**src/assert_macros.svh**
```systemverilog
// ---------------------------------------------------------------------------
// assert_macros.svh
// concurrent assertion helpers, compiled out with NO_ASSERTIONS
// ---------------------------------------------------------------------------
`ifndef ASSERT_MACROS_SVH
`define ASSERT_MACROS_SVH

`ifndef NO_ASSERTIONS
`define ASSERT_CHECK(lbl, clk, rst, prop, msg) \
  lbl: assert property (@(posedge clk) disable iff (rst) prop) else $error(msg);
`define ASSERT_NEVER(lbl, clk, rst, cond, msg) \
  lbl: assert property (@(posedge clk) disable iff (rst) !(cond)) else $error(msg);
`else
`define ASSERT_CHECK(lbl, clk, rst, prop, msg)
`define ASSERT_NEVER(lbl, clk, rst, cond, msg)
`endif

`endif

```
**src/jpd_pkg.sv**
```systemverilog
// ---------------------------------------------------------------------------
// jpd_pkg
// shared types, constants and sector boundary tables of the stick quantizer
// ---------------------------------------------------------------------------
package jpd_pkg;

  localparam int SQRT_BITS   = 7;
  localparam int RAD2_W      = 2 * SQRT_BITS;
  localparam int N_BOUNDS    = 8;
  localparam int QUEUE_DEPTH = 2;

  localparam logic [6:0]  DEAD_ZONE   = 7'd15;
  localparam logic [6:0]  MAX_DIST    = 7'd100;
  localparam logic [15:0] MAX_DIST_SQ = 16'd10000;

  localparam logic [3:0] DIR_NONE       = 4'd0;
  localparam logic [3:0] DIR_RIGHT      = 4'd1;
  localparam logic [3:0] DIR_RIGHT_FWD  = 4'd2;
  localparam logic [3:0] DIR_FWD        = 4'd3;
  localparam logic [3:0] DIR_LEFT_FWD   = 4'd4;
  localparam logic [3:0] DIR_LEFT       = 4'd5;
  localparam logic [3:0] DIR_LEFT_BACK  = 4'd6;
  localparam logic [3:0] DIR_BACK       = 4'd7;
  localparam logic [3:0] DIR_RIGHT_BACK = 4'd8;

  typedef struct packed {
    logic signed [7:0] stick_x;
    logic signed [7:0] stick_y;
  } sample_t;

  typedef struct packed {
    logic [6:0] distance;
    logic [3:0] direction;
  } result_t;

  typedef struct packed {
    logic signed [7:0] x;
    logic [7:0]        v;
    logic              neg;
    logic              big;
    logic [RAD2_W-1:0] rad2;
  } cls_t;

  typedef struct packed {
    logic full;
    logic empty;
  } q_stat_t;

  // upper half plane first, then lower half plane, selected by the neg bit
  localparam logic signed [40:0] BOUND_C [16] = '{
     41'sd984807753012,  41'sd965925826289,  41'sd258819045103,  41'sd173648177667,
    -41'sd342020143326, -41'sd422618261741, -41'sd965925826289, -41'sd984807753012,
     41'sd981627183448,  41'sd961261695938,  41'sd241921895600,  41'sd156434465040,
    -41'sd190808995377, -41'sd275637355817, -41'sd970295726276, -41'sd987688340595
  };

  localparam logic signed [40:0] BOUND_S [16] = '{
     41'sd173648177667,  41'sd258819045103,  41'sd965925826289,  41'sd984807753012,
     41'sd939692620786,  41'sd906307787037,  41'sd258819045103,  41'sd173648177667,
     41'sd190808995377,  41'sd275637355817,  41'sd970295726276,  41'sd987688340595,
     41'sd981627183448,  41'sd961261695938,  41'sd241921895600,  41'sd156434465040
  };

endpackage

```
**src/joystick_polar_direction.sv**
```systemverilog
// ---------------------------------------------------------------------------
// joystick_polar_direction
// stick position to clamped radius and eight-way direction with dead zone
// ---------------------------------------------------------------------------
// sample channel: one stick position (stick_x, stick_y) per word, taken at a
//   clock edge with sample_valid high and sample_stall low
// result channel: one word per sample, distance and direction, in order,
//   held stable while result_stall is high
// a sample passes the queue, the eight back stages and the result register
// throughput: one sample per cycle without result stalls, set by the
//   eight back stages: a sector boundary each, a root bit in all but the last
// a two word queue parts the front classifier from the back pipeline;
//   sample_stall rises only when that queue is full
// when the receiver stalls the whole back pipeline holds, the queue fills
//   and then sample_stall goes high
// reset (rst, synchronous) empties the queue and the pipeline; no result
//   is pending afterwards
// ---------------------------------------------------------------------------
`include "assert_macros.svh"

module joystick_polar_direction #(
  parameter int QUEUE_DEPTH = jpd_pkg::QUEUE_DEPTH
) (
  input  logic             clk,
  input  logic             rst,
  input  logic             sample_valid,
  output logic             sample_stall,
  input  jpd_pkg::sample_t sample,
  output logic             result_valid,
  input  logic             result_stall,
  output jpd_pkg::result_t result
);

  localparam int CNT_W = $clog2(QUEUE_DEPTH + 1);

  jpd_pkg::cls_t    cls;
  jpd_pkg::cls_t    q_head;
  jpd_pkg::q_stat_t q_stat;
  logic [CNT_W-1:0] q_level;
  logic             push;
  logic             pop;

  assign sample_stall = q_stat.full;
  assign push         = sample_valid && !q_stat.full;

  jpd_front u_front (
    .sample (sample),
    .cls    (cls)
  );

  jpd_queue #(
    .DEPTH (QUEUE_DEPTH)
  ) u_queue (
    .clk       (clk),
    .rst       (rst),
    .push      (push),
    .push_word (cls),
    .pop       (pop),
    .head      (q_head),
    .stat      (q_stat),
    .level     (q_level)
  );

  jpd_back u_back (
    .clk          (clk),
    .rst          (rst),
    .q_empty      (q_stat.empty),
    .q_head       (q_head),
    .q_pop        (pop),
    .result_valid (result_valid),
    .result_stall (result_stall),
    .result       (result)
  );

  `ASSERT_CHECK(a_level_bound, clk, rst, q_level <= CNT_W'(QUEUE_DEPTH), "queue overfilled")
  `ASSERT_CHECK(a_push_count, clk, rst, (push && !pop) |=> (q_level == $past(q_level) + 1'b1), "queue level did not grow on push")
  `ASSERT_CHECK(a_dead_zone, clk, rst, (result_valid && result.distance == '0) |-> (result.direction == jpd_pkg::DIR_NONE), "direction set inside dead zone")

endmodule

```
**src/jpd_front.sv**
```systemverilog
// ---------------------------------------------------------------------------
// jpd_front
// squares the stick position and folds the lower half plane for the back end
// ---------------------------------------------------------------------------
module jpd_front (
  input  jpd_pkg::sample_t sample,
  output jpd_pkg::cls_t    cls
);

  logic signed [15:0] xx;
  logic signed [15:0] yy;
  logic [15:0]        r2;
  logic               neg;

  always_comb begin
    xx  = sample.stick_x * sample.stick_x;
    yy  = sample.stick_y * sample.stick_y;
    r2  = 16'(xx) + 16'(yy);
    neg = sample.stick_y[7];
    cls.x    = sample.stick_x;
    cls.neg  = neg;
    cls.v    = neg ? (~sample.stick_y + 8'd1) : sample.stick_y;
    cls.big  = (r2 >= jpd_pkg::MAX_DIST_SQ);
    cls.rad2 = r2[jpd_pkg::RAD2_W-1:0];
  end

endmodule

```
**src/jpd_queue.sv**
```systemverilog
// ---------------------------------------------------------------------------
// jpd_queue
// small fifo between the front classifier and the back pipeline
// ---------------------------------------------------------------------------
module jpd_queue #(
  parameter int DEPTH = jpd_pkg::QUEUE_DEPTH,
  localparam int PTR_W = $clog2(DEPTH),
  localparam int CNT_W = $clog2(DEPTH + 1)
) (
  input  logic               clk,
  input  logic               rst,
  input  logic               push,
  input  jpd_pkg::cls_t      push_word,
  input  logic               pop,
  output jpd_pkg::cls_t      head,
  output jpd_pkg::q_stat_t   stat,
  output logic [CNT_W-1:0]   level
);

  jpd_pkg::cls_t    mem [DEPTH];
  logic [PTR_W-1:0] wr_ptr;
  logic [PTR_W-1:0] rd_ptr;
  logic [PTR_W-1:0] wr_ptr_next;
  logic [PTR_W-1:0] rd_ptr_next;
  logic [CNT_W-1:0] level_next;

  always_comb begin
    wr_ptr_next = wr_ptr;
    rd_ptr_next = rd_ptr;
    level_next  = level;
    if (push) begin
      wr_ptr_next = (wr_ptr == PTR_W'(DEPTH - 1)) ? '0 : wr_ptr + 1'b1;
    end
    if (pop) begin
      rd_ptr_next = (rd_ptr == PTR_W'(DEPTH - 1)) ? '0 : rd_ptr + 1'b1;
    end
    if (push && !pop) begin
      level_next = level + 1'b1;
    end else if (pop && !push) begin
      level_next = level - 1'b1;
    end
    head       = mem[rd_ptr];
    stat.full  = (level == CNT_W'(DEPTH));
    stat.empty = (level == '0);
  end

  always_ff @(posedge clk) begin
    if (rst) begin
      wr_ptr <= '0;
      rd_ptr <= '0;
      level  <= '0;
    end else begin
      wr_ptr <= wr_ptr_next;
      rd_ptr <= rd_ptr_next;
      level  <= level_next;
    end
  end

  always_ff @(posedge clk) begin
    if (push) begin
      mem[wr_ptr] <= push_word;
    end
  end

endmodule

```
**src/jpd_back.sv**
```systemverilog
// ---------------------------------------------------------------------------
// jpd_back
// eight stage pipeline: one sector boundary test per stage, one root bit in each but the last stage
// ---------------------------------------------------------------------------
module jpd_back (
  input  logic             clk,
  input  logic             rst,
  input  logic             q_empty,
  input  jpd_pkg::cls_t    q_head,
  output logic             q_pop,
  output logic             result_valid,
  input  logic             result_stall,
  output jpd_pkg::result_t result
);

  localparam int NSTAGE = jpd_pkg::N_BOUNDS;
  localparam int SQB    = jpd_pkg::SQRT_BITS;

  typedef struct packed {
    jpd_pkg::cls_t     item;
    logic [SQB-1:0]    root;
    logic [NSTAGE-1:0] hits;
  } stage_t;

  stage_t            stage      [NSTAGE];
  stage_t            stage_in   [NSTAGE];
  stage_t            stage_next [NSTAGE];
  logic [NSTAGE-1:0] stage_valid;
  logic              advance;
  jpd_pkg::result_t  result_next;

  function automatic logic [3:0] sector(input logic [NSTAGE-1:0] a, input logic neg);
    logic [3:0] dir;
    priority if (!a[0]) begin
      dir = jpd_pkg::DIR_RIGHT;
    end else if (a[1] && !a[2]) begin
      dir = neg ? jpd_pkg::DIR_RIGHT_BACK : jpd_pkg::DIR_RIGHT_FWD;
    end else if (a[3] && !a[4]) begin
      dir = neg ? jpd_pkg::DIR_BACK : jpd_pkg::DIR_FWD;
    end else if (a[5] && !a[6]) begin
      dir = neg ? jpd_pkg::DIR_LEFT_BACK : jpd_pkg::DIR_LEFT_FWD;
    end else if (a[7]) begin
      dir = jpd_pkg::DIR_LEFT;
    end else begin
      dir = jpd_pkg::DIR_NONE;
    end
    return dir;
  endfunction

  assign advance = !result_valid || !result_stall;
  assign q_pop   = advance && !q_empty;

  for (genvar s = 0; s < NSTAGE; s++) begin : g_stage
    localparam bit DO_SQRT = (s < SQB);
    localparam int SH      = (s < SQB) ? (SQB - 1 - s) : 0;

    logic signed [40:0]    bc;
    logic signed [40:0]    bs;
    logic signed [49:0]    cv;
    logic signed [49:0]    sx;
    logic signed [49:0]    cross_term;
    logic [SQB-1:0]        t;
    logic [2*SQB-1:0]      sq;

    if (s == 0) begin : g_src
      always_comb begin
        stage_in[s].item = q_head;
        stage_in[s].root = '0;
        stage_in[s].hits = '0;
      end
    end else begin : g_src
      assign stage_in[s] = stage[s-1];
    end

    always_comb begin
      stage_next[s] = stage_in[s];
      bc         = jpd_pkg::BOUND_C[{stage_in[s].item.neg, 3'(s)}];
      bs         = jpd_pkg::BOUND_S[{stage_in[s].item.neg, 3'(s)}];
      cv         = bc * $signed({1'b0, stage_in[s].item.v});
      sx         = bs * $signed(stage_in[s].item.x);
      cross_term = cv - sx;
      stage_next[s].hits[s] = ~cross_term[49];
      t  = stage_in[s].root | (SQB'(1) << SH);
      sq = (2*SQB)'(t) * (2*SQB)'(t);
      if (DO_SQRT && (sq <= stage_in[s].item.rad2)) begin
        stage_next[s].root = t;
      end
    end
  end

  always_comb begin
    logic [6:0] radius;
    radius = stage[NSTAGE-1].item.big ? jpd_pkg::MAX_DIST : stage[NSTAGE-1].root;
    if (radius < jpd_pkg::DEAD_ZONE) begin
      result_next.distance  = '0;
      result_next.direction = jpd_pkg::DIR_NONE;
    end else begin
      result_next.distance  = radius;
      result_next.direction = sector(stage[NSTAGE-1].hits, stage[NSTAGE-1].item.neg);
    end
  end

  always_ff @(posedge clk) begin
    if (rst) begin
      stage_valid  <= '0;
      result_valid <= 1'b0;
    end else if (advance) begin
      stage_valid  <= {stage_valid[NSTAGE-2:0], !q_empty};
      result_valid <= stage_valid[NSTAGE-1];
    end
  end

  always_ff @(posedge clk) begin
    if (advance) begin
      for (int i = 0; i < NSTAGE; i++) begin
        stage[i] <= stage_next[i];
      end
      result <= result_next;
    end
  end

endmodule
```
**config.mk**
```make
export PLATFORM = sky130hd
export DESIGN_NAME = joystick_polar_direction
export DESIGN_NICKNAME = d
export VERILOG_FILES = /design/src/jpd_pkg.sv /design/src/joystick_polar_direction.sv /design/src/jpd_front.sv /design/src/jpd_queue.sv /design/src/jpd_back.sv
export VERILOG_INCLUDE_DIRS = /design/src /design/src/src
export SDC_FILE = /design/constraint.sdc
export NUM_CORES = 2
export LEC_CHECK = 0
export ABC_AREA = 1
export BUFFER_PORTS_ARGS = -buffer_cell sky130_fd_sc_hd__buf_2
export CAP_MARGIN = 20
export CORE_MARGIN = 4
export CORE_UTILIZATION = 45
export DETAILED_ROUTE_END_ITERATION = 10
export HOLD_SLACK_MARGIN = 0.06
export MAX_ROUTING_LAYER = met4
export PLACE_DENSITY_LB_ADDON = 0.3
export SYNTH_ARGS = -nofsm -noshare
export SYNTH_HDL_FRONTEND = slang
export SYNTH_HIERARCHICAL = 1
export SYNTH_SLANG_ARGS = --single-unit
```
**constraint.sdc**
```tcl
create_clock -name clk -period 21.4 [get_ports clk]
set_clock_uncertainty 0.1 [all_clocks]
set_input_delay 4.28 -clock clk [delete_from_list [all_inputs] [get_ports clk]]
set_output_delay 4.28 -clock clk [all_outputs]
set_load 0.005 [all_outputs]
```
# Yosys cells after proc, flatten, opt, wreduce, memory -nomap -nowiden
# Memory sizes are Yosys's and may differ from the RTL's. A register that Yosys moved wholly into a read port is not among the register bits.
# Cells that the tools add are included.
# Widths: inputs -> output; s select.
dict set report totals {
  rom_bits 10496
  ram_bits 440
  out_inout_bits 13
  mem_count 18
  wordCells 179
  regBits 24
  latchBits 0
}
# name words word_bits rd rd_clocked_by_memory_dff write_ports line_no
set mem_list {}
lappend mem_list {{(no name shown)} 16 41 1 0 0 jpd_back.sv:77} ;# bc = jpd_pkg::BOUND_C[{stage_in[s].item.neg, 3'(s)}];
lappend mem_list {{(no name shown)} 16 41 1 0 0 jpd_back.sv:78} ;# bs = jpd_pkg::BOUND_S[{stage_in[s].item.neg, 3'(s)}];
lappend mem_list {{(no name shown)} 16 41 1 0 0 jpd_back.sv:77}
lappend mem_list {{(no name shown)} 16 41 1 0 0 jpd_back.sv:78}
lappend mem_list {{(no name shown)} 16 41 1 0 0 jpd_back.sv:77}
lappend mem_list {{(no name shown)} 16 41 1 0 0 jpd_back.sv:78}
lappend mem_list {{+12 memories} - - - - - -}
dict set report classes {
  mul 24
  add_sub_neg 14
  div 0
  n_eq_ne 1
  n_shift 0
  n_reduce_logical 20
  n_bitwise 18
  order_cmp 17
  muxes 59
}
# op n
set ops {}
lappend ops {{$mux 41} 32}
lappend ops {{$mul 41x9->50} 8}
lappend ops {{$sub 50x50->50} 8}
lappend ops {{$mul 41x8->49} 8}
lappend ops {{$le 14x14->1} 6}
lappend ops {{$mul 7x7->14} 6}
lappend ops {{$ge 5x5->1 const B} 8}
lappend ops {{$not 4->5} 8}
lappend ops {{$mul 8x8->16} 2}
lappend ops {{$mux 4} 5}
lappend ops {{$add 16x16->16} 1}
lappend ops {{$ge 16x14->1 const B} 1}
lappend ops {{$le 13x14->1 const A} 1}
lappend ops {{$mux 7} 2}
lappend ops {{$mux 1} 10}
lappend ops {{$logic_not 1->1} 9}
lappend ops {{$mux 3} 3}
lappend ops {{$not 1->1} 9}
lappend ops {{$add 8x1->8 const B} 1}
lappend ops {{$mux 2} 4}
lappend ops {{$mux 8} 1}
lappend ops {{$not 8->8} 1}
lappend ops {{$logic_and 1x1->1} 7}
lappend ops {{$lt 7x4->1 const B} 1}
lappend ops {{10 further kinds} 11}

# Longest topological paths before layout
# An unclocked memory read counts as a cell.
dict set report depth {
  word_depth 8
  depth_mapped 48
  mapped_depth_nobuf 46
}

# Modules after synthesis
# The synthesis kept the hierarchy.
# module instances area_each_um2 seq_area_each_um2 cells_each
set modules_own_cells {}
lappend modules_own_cells {jpd_back 1 113841.7 9008.6 11238}
lappend modules_own_cells {jpd_front 1 5054.8 0.0 668}
lappend modules_own_cells {jpd_queue 1 2692.6 2021.9 133}
lappend modules_own_cells {joystick_polar_direction 1 10.0 0.0 2}

# Worst setup path before layout
# No wires, ideal clock.
dict set report synth_path {
  path_kind {input port to flip-flop}
  from {input result_stall}
  to {register u_queue.level[1]}
  setup_ns 0.064
  t_arrival_ns 13.925
  n_path_buf 0
  required_ns 21.236
  path_slack_ns 7.311
  path_stages 10
  path_cell_list {nand2_1 -> clkinv_1 -> nor2_1 -> inv_1 -> ha_1 -> inv_1 -> nand3_1 -> nand2_1 -> inv_1 -> nor2_1}
}
dict set report synth_via {
  elab_chain_cells 6
  word_cells_on_any_way 8
  classes_between {mux (1); reduce/logical (7)}
}
# element line_no
set synth_rtl {}
lappend synth_rtl {{start: declaration} joystick_polar_direction.sv:30} ;# input logic result_stall,
lappend synth_rtl {{$logic_not 1->1 (*)} jpd_back.sv:50} ;# assign advance = !result_valid || !result_stall;
lappend synth_rtl {{$logic_or 1x1->1 (*)} jpd_back.sv:50}
lappend synth_rtl {{$logic_and 1x1->1 (*)} jpd_back.sv:51} ;# assign q_pop = advance && !q_empty;
lappend synth_rtl {{named net pop} joystick_polar_direction.sv:41} ;# logic pop;
lappend synth_rtl {{$logic_not 1->1} jpd_queue.sv:37} ;# if (push && !pop) begin
lappend synth_rtl {{$logic_and 1x1->1} jpd_queue.sv:37}
lappend synth_rtl {{$mux 2 / $reduce_bool 2->1 (equally long branches)} -}
lappend synth_rtl {{end signal: assignment} jpd_queue.sv:55} ;# level <= level_next;
lappend synth_rtl {{end: declaration} jpd_queue.sv:17} ;# output logic [CNT_W-1:0] level
# Mark *: on every way through the listed nets, which the timed path passes. The rest lies on a longest branch.
# A chain may end at the register's enable or synchronous reset.

==> summary.txt <==
CTS
  – Max clock buf depth: 3
  – Setup repair bufs after CTS: 0
  – Clk_lat worst skew: around 700 ps
  – H-tree levels: 2
  – CTS Hold Buffers Added: 0
  – CTS Root Cell: clkbuf_16
  – Clock transition at the registers of the reported paths: roughly 70 ps
  – CTS tree: yes
  – Post-cts sizing count: 0
  – CTS Buf Count: 47
  – Clock Sinks: ~370

Routing
  – Avg WL per Cell: around 20 um
  – Post-DRT Antenna Nets: 0
  – WL final: roughly 320,000 um
  – Drt pass-1 iters: 5
  – Vias per inst: 4.85
  – DRC: 0
  – DR iter-0 viols: roughly 4,400
  – Total number of vias: a little under 80,000

GRT
  – GR Layer Usage met3: 3.08%
  – Met1 Use GR: ~33%
  – Largest net degree at the start of global routing: between 100 and 150
  – Met2 Use GR: between 30% and 40%
  – Initial antenna violation count: 3
  – Total GRT Usage: around 25%
  – Vias in the first global route: 84,800
  – First-pass GRT wire length: approximately 500,000 um
  – Busiest grt layer: met2
  – Grt ovf: 0

Synth
  – Seq/Total Area, Yosys: 9.07%
  – Largest family of logic cells by synthesized area: adder cells
  – Area contributors post-synth: fa_1 (47%), ha_1 (21%), inv_1 (13%), edfxtp_1 (8.8%), nand2_1 (2.8%)
  – Syn avg cell area: approximately 10 um2
  – Area share of fa/ha/maj cells after synthesis: 67.8%
  – Yosys top cell by area: fa_1
  – Compound-Gate Fraction of Synth Area: about 2.4%
  – Mux share of post-synthesis cell area: less than 1%
  – Post-Syn Instances: about 12,000
  – Post-synth ARST share: 0%
  – Register bit count reported by yosys: ~370
  – Mapped Area: around 120,000 um2
  – Post-Synth XOR/XNOR Area: 0.929%
  – Top cell type's share of synthesized area: between 40% and 50%
  – Yosys warns: 6
  – Synth cell types: 60
  – Simple-gate share of the synthesized area: 5.72%
  – Top_reg_cell synth: edfxtp_1
  – EDFF count, synth: around 360

Worst setup path
  – Most frequent CP cell: inv_1
  – Setup crit end kind: flip-flop
  – Reg2reg end: u_back/stage[0][0]$_DFFE_PN_
  – Kind of critical path: reg -> reg
  – Critical path's largest stage delay: between 500 and 600 ps
  – Critical-path top delay cell: mux2_4
  – Worst Path Max Fanout: 37
  – Critical Path RT: between 20,000 and 25,000 ps
  – Worst Reg2Reg Path Length in Cells: 40
  – R2r setup slk: roughly 11,000 ps
  – CP startpoint kind: flip-flop
  – Crit path arrival time: 10,640 ps

Timing
  – Setup TNS: 0 ps
  – Final hold vios: 0
  – Hold WS: 306 ps
  – RSZ-0062 raised after global routing: no
  – Slew Viols, Final: 0
  – Max frequency: 0.0970 GHz
  – Worst-Margin Slew: about 1200 ps
  – Setup violators final: 0
  – Fin crit period: between 10,000 and 15,000 ps
  – Max-slew headroom: ~20%
  – Crit share post-route: 48.2%

Placement
  – RePlAce Congestion: 1.02
  – DP HPWL: about 280,000 um
  – Port Buffers: 32

Floorplanning
  – Row count: 190
  – Chip height: roughly 530 um
  – Full die area: between 200,000 and 300,000 um2
  – Core area: around 270,000 um2
  – Die W: about 530 um
  – Boundary Pins: 33
  – Initial Utilization: approximately 45%

Layout
  – Most frequent cells in the layout: inv_1 (4,273), fa_1 (2,827), ha_1 (2,069)
  – Final #Nets: 17,200
  – Commonest non-fill, non-tap cell in the layout: inv_1
  – Filler Cell Count: between 20,000 and 30,000
  – Fraction of layout cells with a size suffix above 1: 2.65%
  – Synth-to-Final Area Change: 5.83%

Hold path
  – Hold_sp: u_back/stage[0][170]$_DFFE_PN_
  – Hold Crit Class: reg -> reg
  – WHS Path Cells: 0
  – Hold EP: u_back/stage[1][29]$_DFFE_PN_

Job
  – Max-Cap Viols: 0

Status
  – Status: finished clean
## worst max-delay path: cells and delay by family, from the launching register on
kind	cells	cell delay (ps)
XOR/XNOR	1	470
buffers and inverters	9	1010
multiplexers	1	550
flip-flops	1	510
AO/OA/AOI/OAI	5	1130
AND/OR/NAND/NOR	13	1890
adder cells (fa/ha/maj)	11	4400
## cells in the mapped netlist (8+ instances only)
cell / n
a21o_1: 12
a21oi_1: 324
buf_2: 11
buf_4: 10
clkbuf_1: 70
dfxtp_1: 14
edfxtp_1: 358
fa_1: 2827
ha_1: 2069
inv_1: 4273
mux2_4: 30
nand2_1: 895
nand2_2: 10
nand3_1: 118
nand4_1: 59
nor2_1: 485
nor2_2: 11
nor3_1: 34
nor3_2: 10
nor4_1: 13
o211ai_1: 11
o21a_1: 10
o21ai_0: 132
o21ai_1: 8
o21bai_1: 13
or2_2: 28
xnor2_1: 72
xor2_1: 57
## final cells by class
class                           instances  area, um2  area share, %
Multi-Input combinational cell       7442      94600           73.5
Inverter                             4280      16100           12.5
Sequential cell                       372      11000           8.57
Tap cell                             3552       4440           3.45
Clock buffer                           52       1190          0.929
Timing Repair Buffer                  139        976          0.758
Clock inverter                         32        360          0.280
Antenna cell                            2       5.00        0.00389
## kinds of logic after synthesis
group / Yosys count
adder cells (fa/ha/maj): 4896
flip-flops: 372
XOR/XNOR: 129
AND/OR/NAND/NOR: 1683
AO/OA/AOI/OAI: 548
multiplexers: 32
buffers and inverters: 4379
other: 2
## per-stage QoR
stage / utilization, % / std cells / setup WS, ps / area (um2)
2_1_floorplan: - / 12200 / 7310 / 122000
3_3_place_gp: 47.4 / 15800 / 11240 / 127000
3_5_place_dp: 47.4 / 15800 / 11250 / 127000
4_1_cts: 47.9 / 15900 / 11180 / 129000
5_1_grt: 47.9 / 15900 / 10630 / 129000
6_report: 47.9 / 15900 / 11090 / 129000
## metal layers
metal	wire, um	part of all wire [%]
met2	152000	48
met1	138000	43
met3	17300	5.4
met4	12100	3.8
met5	0	0
## flip-flops by register name, summed over array words and instances, names as in the netlist, named ones only
signal and cells:
u_back/result 11, u_back/result_valid 1, u_back/stage 283, u_back/stage_valid 8, u_queue/level 2, u_queue/mem 64, u_queue/rd_ptr 1, u_queue/wr_ptr 1
## how the worst max path moves through the flow
stage	end	slack [ps]	depth (start not counted)	from
3_3_place_gp	u_back/stage[0][0]$_DFFE_PN_	11240	39	flip-flop
6_report	u_back/stage[0][0]$_DFFE_PN_	11090	40	flip-flop
3_5_place_dp	u_back/stage[0][0]$_DFFE_PN_	11250	40	flip-flop
5_1_grt	u_back/stage[0][0]$_DFFE_PN_	10630	39	flip-flop
4_1_cts	u_back/stage[0][0]$_DFFE_PN_	11180	40	flip-flop
2_1_floorplan	u_queue/level[1]$_SDFFE_PP0P_	7310	10	result_stall
Power is left out: the tool's default activity adds up to more than one toggle a clock period on the data nets, which glitch-free logic cannot reach.
